==> src/rtl/bfse_pkg.sv <==
// Shared types and codes for the bounded FIFO with occupancy events.
// No dependencies; imported by bfse_ctrl and the top level.
package bfse_pkg;

  localparam int unsigned CountOutWidth = 9;
  localparam int unsigned PortHandleWidth = 32;

  typedef enum logic {
    OP_PUSH = 1'b0,
    OP_PULL = 1'b1
  } op_e;

  typedef enum logic [1:0] {
    ST_OK           = 2'd0,
    ST_PULL_REFUSED = 2'd1,
    ST_PUSH_REFUSED = 2'd2
  } status_e;

  typedef enum logic [1:0] {
    OCC_EMPTY    = 2'd0,
    OCC_CONTENTS = 2'd1,
    OCC_FULL     = 2'd2
  } occ_e;

  typedef struct packed {
    status_e                  status;
    logic [CountOutWidth-1:0] entry_count;
    logic                     state_changed;
    occ_e                     new_state;
    occ_e                     prior_state;
    logic                     pulled;
  } meta_t;

endpackage

==> src/rtl/bfse_ctrl.sv <==
// Queue control: pointers, entry count, limit check and occupancy states.
// Depends on bfse_pkg; drives the slot memory ports.
module bfse_ctrl
  import bfse_pkg::*;
#(
  parameter int unsigned DEPTH = 256,
  parameter int unsigned HANDLE_WIDTH = 32
) (
  input  logic                       clk_i,
  input  logic                       rst_ni,
  input  logic                       fire_i,
  input  op_e                        op_i,
  input  logic [PortHandleWidth-1:0] frame_in_i,
  input  logic [CountOutWidth-1:0]   capacity_limit_i,
  output logic                       mem_we_o,
  output logic [$clog2(DEPTH)-1:0]   mem_waddr_o,
  output logic [HANDLE_WIDTH-1:0]    mem_wdata_o,
  output logic                       mem_re_o,
  output logic [$clog2(DEPTH)-1:0]   mem_raddr_o,
  output meta_t                      meta_o
);

  localparam int unsigned PW = $clog2(DEPTH);
  localparam int unsigned CW = $clog2(DEPTH + 1);
  localparam int unsigned LW = (CW > CountOutWidth) ? CW : CountOutWidth;
  localparam int unsigned XW = (HANDLE_WIDTH > PortHandleWidth) ? HANDLE_WIDTH
                                                                : PortHandleWidth;

  logic [PW-1:0] rd_ptr_q, rd_ptr_d;
  logic [PW-1:0] wr_ptr_q, wr_ptr_d;
  logic [CW-1:0] count_q, count_d;

  logic [LW-1:0] limit;
  logic [LW-1:0] cap_ext;
  logic [LW-1:0] old_ext;
  logic [LW-1:0] new_ext;
  logic [XW-1:0] frame_ext;
  logic          old_full;
  logic          new_full;
  logic          push_ok;
  logic          pull_ok;
  occ_e          old_occ;
  occ_e          new_occ;

  always_comb begin
    cap_ext = LW'(capacity_limit_i);
    if (cap_ext == '0 || cap_ext > LW'(DEPTH)) begin
      limit = LW'(DEPTH);
    end else begin
      limit = cap_ext;
    end
    old_ext  = LW'(count_q);
    old_full = (old_ext >= limit);
    push_ok  = (op_i == OP_PUSH) && !old_full;
    pull_ok  = (op_i == OP_PULL) && (count_q != '0);

    rd_ptr_d = rd_ptr_q;
    wr_ptr_d = wr_ptr_q;
    count_d  = count_q;
    if (fire_i && push_ok) begin
      wr_ptr_d = (wr_ptr_q == PW'(DEPTH - 1)) ? '0 : wr_ptr_q + PW'(1);
      count_d  = count_q + CW'(1);
    end else if (fire_i && pull_ok) begin
      rd_ptr_d = (rd_ptr_q == PW'(DEPTH - 1)) ? '0 : rd_ptr_q + PW'(1);
      count_d  = count_q - CW'(1);
    end

    new_ext  = LW'(count_d);
    new_full = (new_ext >= limit);

    if (count_q == '0) begin
      old_occ = OCC_EMPTY;
    end else if (old_full) begin
      old_occ = OCC_FULL;
    end else begin
      old_occ = OCC_CONTENTS;
    end
    if (count_d == '0) begin
      new_occ = OCC_EMPTY;
    end else if (new_full) begin
      new_occ = OCC_FULL;
    end else begin
      new_occ = OCC_CONTENTS;
    end

    if (op_i == OP_PUSH) begin
      meta_o.status = push_ok ? ST_OK : ST_PUSH_REFUSED;
    end else begin
      meta_o.status = pull_ok ? ST_OK : ST_PULL_REFUSED;
    end
    meta_o.entry_count   = new_ext[CountOutWidth-1:0];
    meta_o.state_changed = (new_occ != old_occ);
    meta_o.new_state     = new_occ;
    meta_o.prior_state   = old_occ;
    meta_o.pulled        = pull_ok;

    frame_ext   = XW'(frame_in_i);
    mem_we_o    = fire_i && push_ok;
    mem_waddr_o = wr_ptr_q;
    mem_wdata_o = frame_ext[HANDLE_WIDTH-1:0];
    mem_re_o    = fire_i && pull_ok;
    mem_raddr_o = rd_ptr_q;
  end

  always_ff @(posedge clk_i or negedge rst_ni) begin
    if (!rst_ni) begin
      rd_ptr_q <= '0;
      wr_ptr_q <= '0;
      count_q  <= '0;
    end else begin
      rd_ptr_q <= rd_ptr_d;
      wr_ptr_q <= wr_ptr_d;
      count_q  <= count_d;
    end
  end

endmodule

==> config.mk <==
export PLATFORM = sky130hd
export DESIGN_NAME = bfse_ctrl
export DESIGN_NICKNAME = d
export VERILOG_FILES = /design/src/rtl/bfse_pkg.sv /design/src/rtl/bfse_ctrl.sv
export SDC_FILE = /design/constraint.sdc
export NUM_CORES = 1
export LEC_CHECK = 0
export ABC_AREA = 0
export CAP_MARGIN = 20
export CORE_AREA = 10 10 102 104
export CTS_BUF_LIST = sky130_fd_sc_hd__clkbuf_4 sky130_fd_sc_hd__clkbuf_8
export DETAILED_ROUTE_END_ITERATION = 16
export DIE_AREA = 0 0 112 114
export DONT_BUFFER_PORTS = 1
export SLEW_MARGIN = 15
export SYNTH_ARGS = -nofsm -noshare
export SYNTH_HDL_FRONTEND = slang
export SYNTH_SLANG_ARGS = --single-unit
==> constraint.sdc <==
create_clock -name clk_i -period 6.2 [get_ports clk_i]
set_clock_uncertainty 0.1 [all_clocks]
set_input_delay 1.24 -clock clk_i [delete_from_list [all_inputs] [get_ports clk_i]]
set_output_delay 1.24 -clock clk_i [all_outputs]
set_load 0.05 [all_outputs]
==> results.sh, run 1 <==
export IMPL_ys_seq_elements=25
export IMPL_grt_pass1_wl_mm=9.56
export IMPL_via_per_inst=4.94
export IMPL_gr_usage_all_layers=0.0897
export IMPL_cts_tree="built"
export IMPL_die_w_um=112
export IMPL_finalHoldViolations=0
export IMPL_placed_cells=348
export IMPL_stdcell_count=359
export IMPL_synth_top_cell_area_share=0.285
export IMPL_cts_htree_levels=1
export IMPL_yosys_cell_types_count=47
export IMPL_antenna_found_initial=0
export IMPL_clk_pin_slew_ns=0.11
export IMPL_synth_most_common_cell="buf_4"
export IMPL_start_kind="primary input"
export IMPL_worst_pin_slew_ns=0.625
export IMPL_end_kind="output port"
export IMPL_cap_violations=0
export IMPL_grt_max_degree=26
export IMPL_dpl_worst_slack_ns=-0.0698
export IMPL_cts_path_max_buffers=2
export IMPL_final_min_clock_period_ns=6.08
export IMPL_num_antenna_cells=0
export IMPL_fillers=853
export IMPL_hold_buffers=0
export IMPL_p_leak_uw=0.00115
export IMPL_wl_per_cell_um=16.8
export IMPL_synth_area_leader_cell="dfrtp_1"
export IMPL_place_congestion=0.785
export IMPL_wirelength_mm=6.04
export IMPL_synth_main_ff_cell="dfrtp_1"
export IMPL_tns_ns=0
export IMPL_cp_required_ns=4.86
export IMPL_ant_nets=0
export IMPL_fin_ws_ns=0.116
export IMPL_synth_seq_area_share=0.285
export IMPL_rows=34
export IMPL_async_reset_ff_frac=1.00
export IMPL_fin_crit_sh=0.981
export IMPL_final_nets=320
export IMPL_drtIter0Drc=105
export IMPL_clock_latency_ns=0.28
export IMPL_vias=1775
export IMPL_hpwl_mm=4.89
export IMPL_io_pins=112
export IMPL_syn_inst=248
export IMPL_whs_ns=0.533
export IMPL_crit_path_top_delay_cell="ha_4"
export IMPL_setup_viol=0
export IMPL_drive_above_1_share=0.363
export IMPL_coreArea_um2=8470
export IMPL_area_growth_synth_to_final_pct=25.2
export IMPL_synth_area_leaders="dfrtp_1 (29%), ha_1 (13%), buf_4 (11%), xnor2_1 (5.6%), nand2_1 (4.5%)"
export IMPL_slew_headroom=0.583
export IMPL_crit_fanout=8
export IMPL_ys_warn_count=0
export IMPL_crit_top_cell="nor2_1"
export IMPL_start_util=0.259
export IMPL_arrival_ns=4.74
export IMPL_overflow=0
export IMPL_path_cells="nor4_4, nand2_2, ha_4, nand2b_4, ha_4, nand4_1, nor2_1, a211oi_2, buf_4, a31oi_2, xnor2_4, ha_1, o21a_1, o21ai_2, nor2_1, nor2_1, o31ai_4, xnor2_2, nor2_2, mux2i_4, buf_12"
export IMPL_ir_worst_vdd_mv=0.211
export IMPL_io_buffers=0
export IMPL_netlist_area_um2=2190
export IMPL_drc_errors=0
export IMPL_synth_top_cells_by_count="buf_4 (33), nand2_1 (26), dfrtp_1 (25), ha_1 (23), nor2_1 (18)"
export IMPL_syn_num_nets=316
export IMPL_dieArea_um2=12800
export IMPL_grt_pass1_vias=1795
export IMPL_syn_avg_cell_area_um2=8.84
export IMPL_clock_fmax_ghz=0.164
export IMPL_total_power_uw=1710
export IMPL_cts_buffers=3
export IMPL_p_per_area_nw_per_um2=623
export IMPL_rsz0062_at_grt="true"
export IMPL_path_class="primary input to output port"
export IMPL_clock_sinks=25
export IMPL_root_buffer="clkbuf_8"
export IMPL_fp_dieH_um=114
export IMPL_cpPeakStageDelay_ns=0.31
export IMPL_slew_viol_final=0
export IMPL_hold_class="primary input to async pin"
export IMPL_synth_edf_count=0
export IMPL_drt_pass1_iterations=4
export IMPL_status="finished, final reports clean"
==> per-layer routing <==
layer  global-route usage  wire length, um  vias up
li1                     -                -      846
met1                0.103             2420      837
met2                0.142             2750       80
met3               0.0504              812       12
met4               0.0203               57        0
met5                    0                0        -
==> final timing paths <==
path                       slack (ns)                start             end  cells past startpoint
setup / recovery                 0.12  capacity_limit_i[0]       meta_o[5]                     21
hold / removal                   0.53               rst_ni  mem_raddr_o[6]                      0
setup reg to reg                 3.31           count_q[0]  mem_waddr_o[6]                     12
hold reg to reg                  0.71       mem_waddr_o[1]  mem_waddr_o[1]                      2
max in group asynchronous        5.37               rst_ni      count_q[0]                      0
min in group clk_i               0.71       mem_waddr_o[1]  mem_waddr_o[1]                      2
==> repair_timing <==
action                     CTS  global route
setup endpoints to repair    3             3
setup buffers                1             6
pin swaps                    7             2
resized for setup            3             4
==> area by class of cell <==
| type | count | area [um2] | share of cell area |
|---|---|---|---|
| Multi-Input combinational cell | 177 | 1590 | 0.578 |
| Tap cell | 108 | 135 | 0.0492 |
| Timing Repair Buffer | 35 | 300 | 0.109 |
| Clock inverter | 1 | 7.51 | 0.00274 |
| Inverter | 10 | 48.8 | 0.0178 |
| Clock buffer | 3 | 41.3 | 0.0150 |
| Sequential cell | 25 | 626 | 0.228 |
==> power by group <==
group	switching, uW	internal [uW]	leakage, uW	total (uW)
combinational	653	496	0.000815	1150
clock	59.6	45.7	0.0000217	105
sequential	237	218	0.000316	455
==> cells in the final DEF, fill, tap and decap left out, drive strengths merged, types with 5 or more instances in the layout <==
master  synthesis  routed
buf            35      35
nand2          26      26
dfrtp          25      25
ha             23      23
nor2           18      18
xnor2          14      14
o21ai          11      11
a21oi          11      11
nand3           9       9
inv             9       8
nand2b          8       8
nor4            6       6
and3            5       5
==> registers in the layout (all words and copies together) (netlist names) <==
signal,count
count_q,9
mem_raddr_o,8
mem_waddr_o,8
==> cell families (layout without fill, tap and decap cells) <==
family / after synthesis / in the layout / synth area share
buf+inv: 46 / 49 / 0.143
mux: 2 / 2 / 0.00970
compound gates: 40 / 40 / 0.121
simple gates: 95 / 95 / 0.241
xor+xnor: 17 / 17 / 0.0679
flops: 25 / 25 / 0.285
fa+ha+maj: 23 / 23 / 0.131
==> through the flow <==
step | util | instance area [um2]
final | 0.324 | 2740
after global routing | 0.324 | 2740
after CTS | 0.316 | 2670
after detailed placement | 0.308 | 2610
after global placement | 0.308 | 2610
after floorplan | - | 2510
==> worst max-delay path: cells and delay by family <==
kind / cells / cell delay (ns)
buf+inv: 2 / 0.39
xor+xnor: 2 / 0.33
simple gates: 8 / 1.00
fa+ha+maj: 3 / 0.81
compound gates: 5 / 0.81
mux: 1 / 0.16
No activity file was read; power rests on OpenSTA's default activity.
==> run 2, diff against run 1 <==
Clock period 6.2 ns to 5.7 ns, I/O delays scaled along.
==> run 2 against run 1 <==
The run now ends with setup timing left. Setup slack worse by 0.31 ns. First-iteration DRC count down 46%. Die area unchanged. Sequential power up 9.5%. Combinational power up 10%. Clock power up 6%. Sequential share of layout area down 0.66 points. Global-route usage down 0.17 points. Critical endpoint unchanged. Critical path depth up 3. Hold slack worse by 0.089 ns.
==> results.sh, run 2 (same netlist as run 1, synthesis figures left out) <==
export IMPL_crit_top_cell="ha_4"
export IMPL_slew_headroom=0.569
export IMPL_start_kind="primary input"
export IMPL_start_util=0.259
export IMPL_critPathLaunch="capacity_limit_i[3]"
export IMPL_stdcell_count=362
export IMPL_root_buffer="clkbuf_8"
export IMPL_cp_num_cells=24
export IMPL_cp_required_ns=4.46
export IMPL_final_min_clock_period_ns=5.90
export IMPL_cts_path_max_buffers=2
export IMPL_worstSetupEndpoint="meta_o[5]"
export IMPL_drt_pass1_iterations=4
export IMPL_vias=1765
export IMPL_drive_above_1_share=0.386
export IMPL_cp_top_family="simple AND/OR/NAND/NOR gates"
export IMPL_clock_fmax_ghz=0.170
export IMPL_ir_worst_vdd_mv=0.208
export IMPL_final_nets=323
export IMPL_rsz0062_at_grt="true"
export IMPL_placed_cells=353
export IMPL_fin_crit_sh=1.03
export IMPL_mostFrequentLayoutCells="buf_4 (33), nand2_1 (25), dfrtp_1 (25), ha_1 (16), nor2_1 (15)"
export IMPL_arrival_ns=4.66
export IMPL_io_buffers=0
export IMPL_antenna_found_initial=0
export IMPL_area_growth_synth_to_final_pct=28.9
export IMPL_r2r_setup_slack_ns=2.81
export IMPL_violations="setup timing"
export IMPL_hpwl_mm=4.83
export IMPL_drtIter0Drc=57
export IMPL_worst_pin_slew_ns=0.645
export IMPL_num_antenna_cells=0
export IMPL_grt_pass1_wl_mm=9.37
export IMPL_register_area_um2=626
export IMPL_drc_errors=0
export IMPL_overflow=0
export IMPL_crit_path_top_delay_cell="ha_4"
export IMPL_grt_pass1_vias=1790
export IMPL_r2r_cells=14
export IMPL_multiInputGateArea_um2=1630
export IMPL_largest_register="count_q"
export IMPL_p_per_area_nw_per_um2=664
export IMPL_dieArea_um2=12800
export IMPL_path_class="primary input to output port"
export IMPL_cap_violations=0
export IMPL_status="complete, but fails checks"
export IMPL_total_power_uw=1880
export IMPL_cts_tree="built"
export IMPL_fillers=857
export IMPL_finalHoldViolations=0
export IMPL_end_kind="output port"
export IMPL_largest_reg_flops=9
export IMPL_fin_ws_ns=-0.197
export IMPL_worst_path_buf_inv=4
export IMPL_slew_viol_final=0
export IMPL_worstReg2RegStart="count_q[0]"
export IMPL_final_common_cell="buf_4"
export IMPL_wl_per_cell_um=16.2
export IMPL_clock_sinks=25
export IMPL_place_congestion=0.794
export IMPL_p_leak_uw=0.00118
export IMPL_hold_buffers=0
export IMPL_wirelength_mm=5.88
export IMPL_ant_nets=0
export IMPL_cts_htree_levels=1
export IMPL_grt_max_degree=26
export IMPL_clk_pin_slew_ns=0.10
export IMPL_rows=34
export IMPL_die_w_um=112
export IMPL_setup_viol=3
export IMPL_io_pins=112
export IMPL_crit_fanout=5
export IMPL_cts_buffers=3
export IMPL_via_per_inst=4.88
export IMPL_fp_dieH_um=114
export IMPL_worst_r2r_endpoint="mem_waddr_o[7]"
export IMPL_clock_latency_ns=0.27
export IMPL_path_cells="nor4_4, nand2_1, ha_4, nand2b_4, ha_4, nand4_1, nor2_1, a211oi_2, buf_4, nand2_4, clkinv_4, nor2_4, xnor2_4, inv_2, ha_4, nand2b_1, a21o_1, a21oi_2, o21a_1, o31ai_4, xnor2_1, nor2_1, mux2i_4, buf_12"
export IMPL_coreArea_um2=8470
export IMPL_hold_class="primary input to async pin"
export IMPL_cpPeakStageDelay_ns=0.32
export IMPL_gr_usage_all_layers=0.0880
export IMPL_postLayoutCoreUtil=0.334
==> run 2: what timing repair did <==
action	CTS	global route
setup buffers	3	2
gates resized for setup	7	10
pin swaps	7	9
setup endpoints to repair	3	3
==> run 2: through the flow <==
| step | setup TNS, ns | cell area [um2] | setup WS, ns | hold slack (ns) |
|---|---|---|---|---|
| 6_report | -0.516 | 2830 | -0.197 | 0.445 |
| 5_1_grt | -1.22 | 2830 | -0.458 | 0.427 |
| 4_1_cts | -0.545 | 2760 | -0.231 | 0.439 |
| 3_5_place_dp | -0.877 | 2660 | -0.342 | 0.702 |
| 3_3_place_gp | -0.758 | 2660 | -0.295 | 0.697 |
| 2_1_floorplan | -1.13 | 2510 | -0.496 | 0.642 |
==> run 2: routing by layer <==
metal,track usage,up-vias,share of wire
li1,-,847,-
met1,0.105,837,0.43
met2,0.131,67,0.43
met3,0.0446,14,0.12
met4,0.0347,0,0.018
met5,0,-,0
==> run 2: cell type report <==
cell class	instances	area share
Multi-Input combinational cell	177	0.577
Sequential cell	25	0.221
Timing Repair Buffer	38	0.120
Tap cell	108	0.0478
Inverter	10	0.0173
Clock buffer	3	0.0146
Clock inverter	1	0.00177
==> run 2: power breakdown <==
part	total (uW)	switching, uW	internal, uW
sequential	498	260	238
combinational	1270	712	555
clock	111	61.9	49.0
total	1880	1030	841
==> run 2: how the worst min path moves through the flow <==
stage              startpoint             end  slack, ns  depth (start not counted)
2_1_floorplan      count_q[7]      count_q[7]       0.64                          1
3_3_place_gp   mem_waddr_o[7]  mem_waddr_o[7]       0.70                          2
3_5_place_dp   mem_waddr_o[1]  mem_waddr_o[1]       0.70                          2
4_1_cts                rst_ni  mem_raddr_o[7]       0.44                          0
5_1_grt                rst_ni      count_q[0]       0.43                          0
6_report               rst_ni  mem_raddr_o[7]       0.44                          0
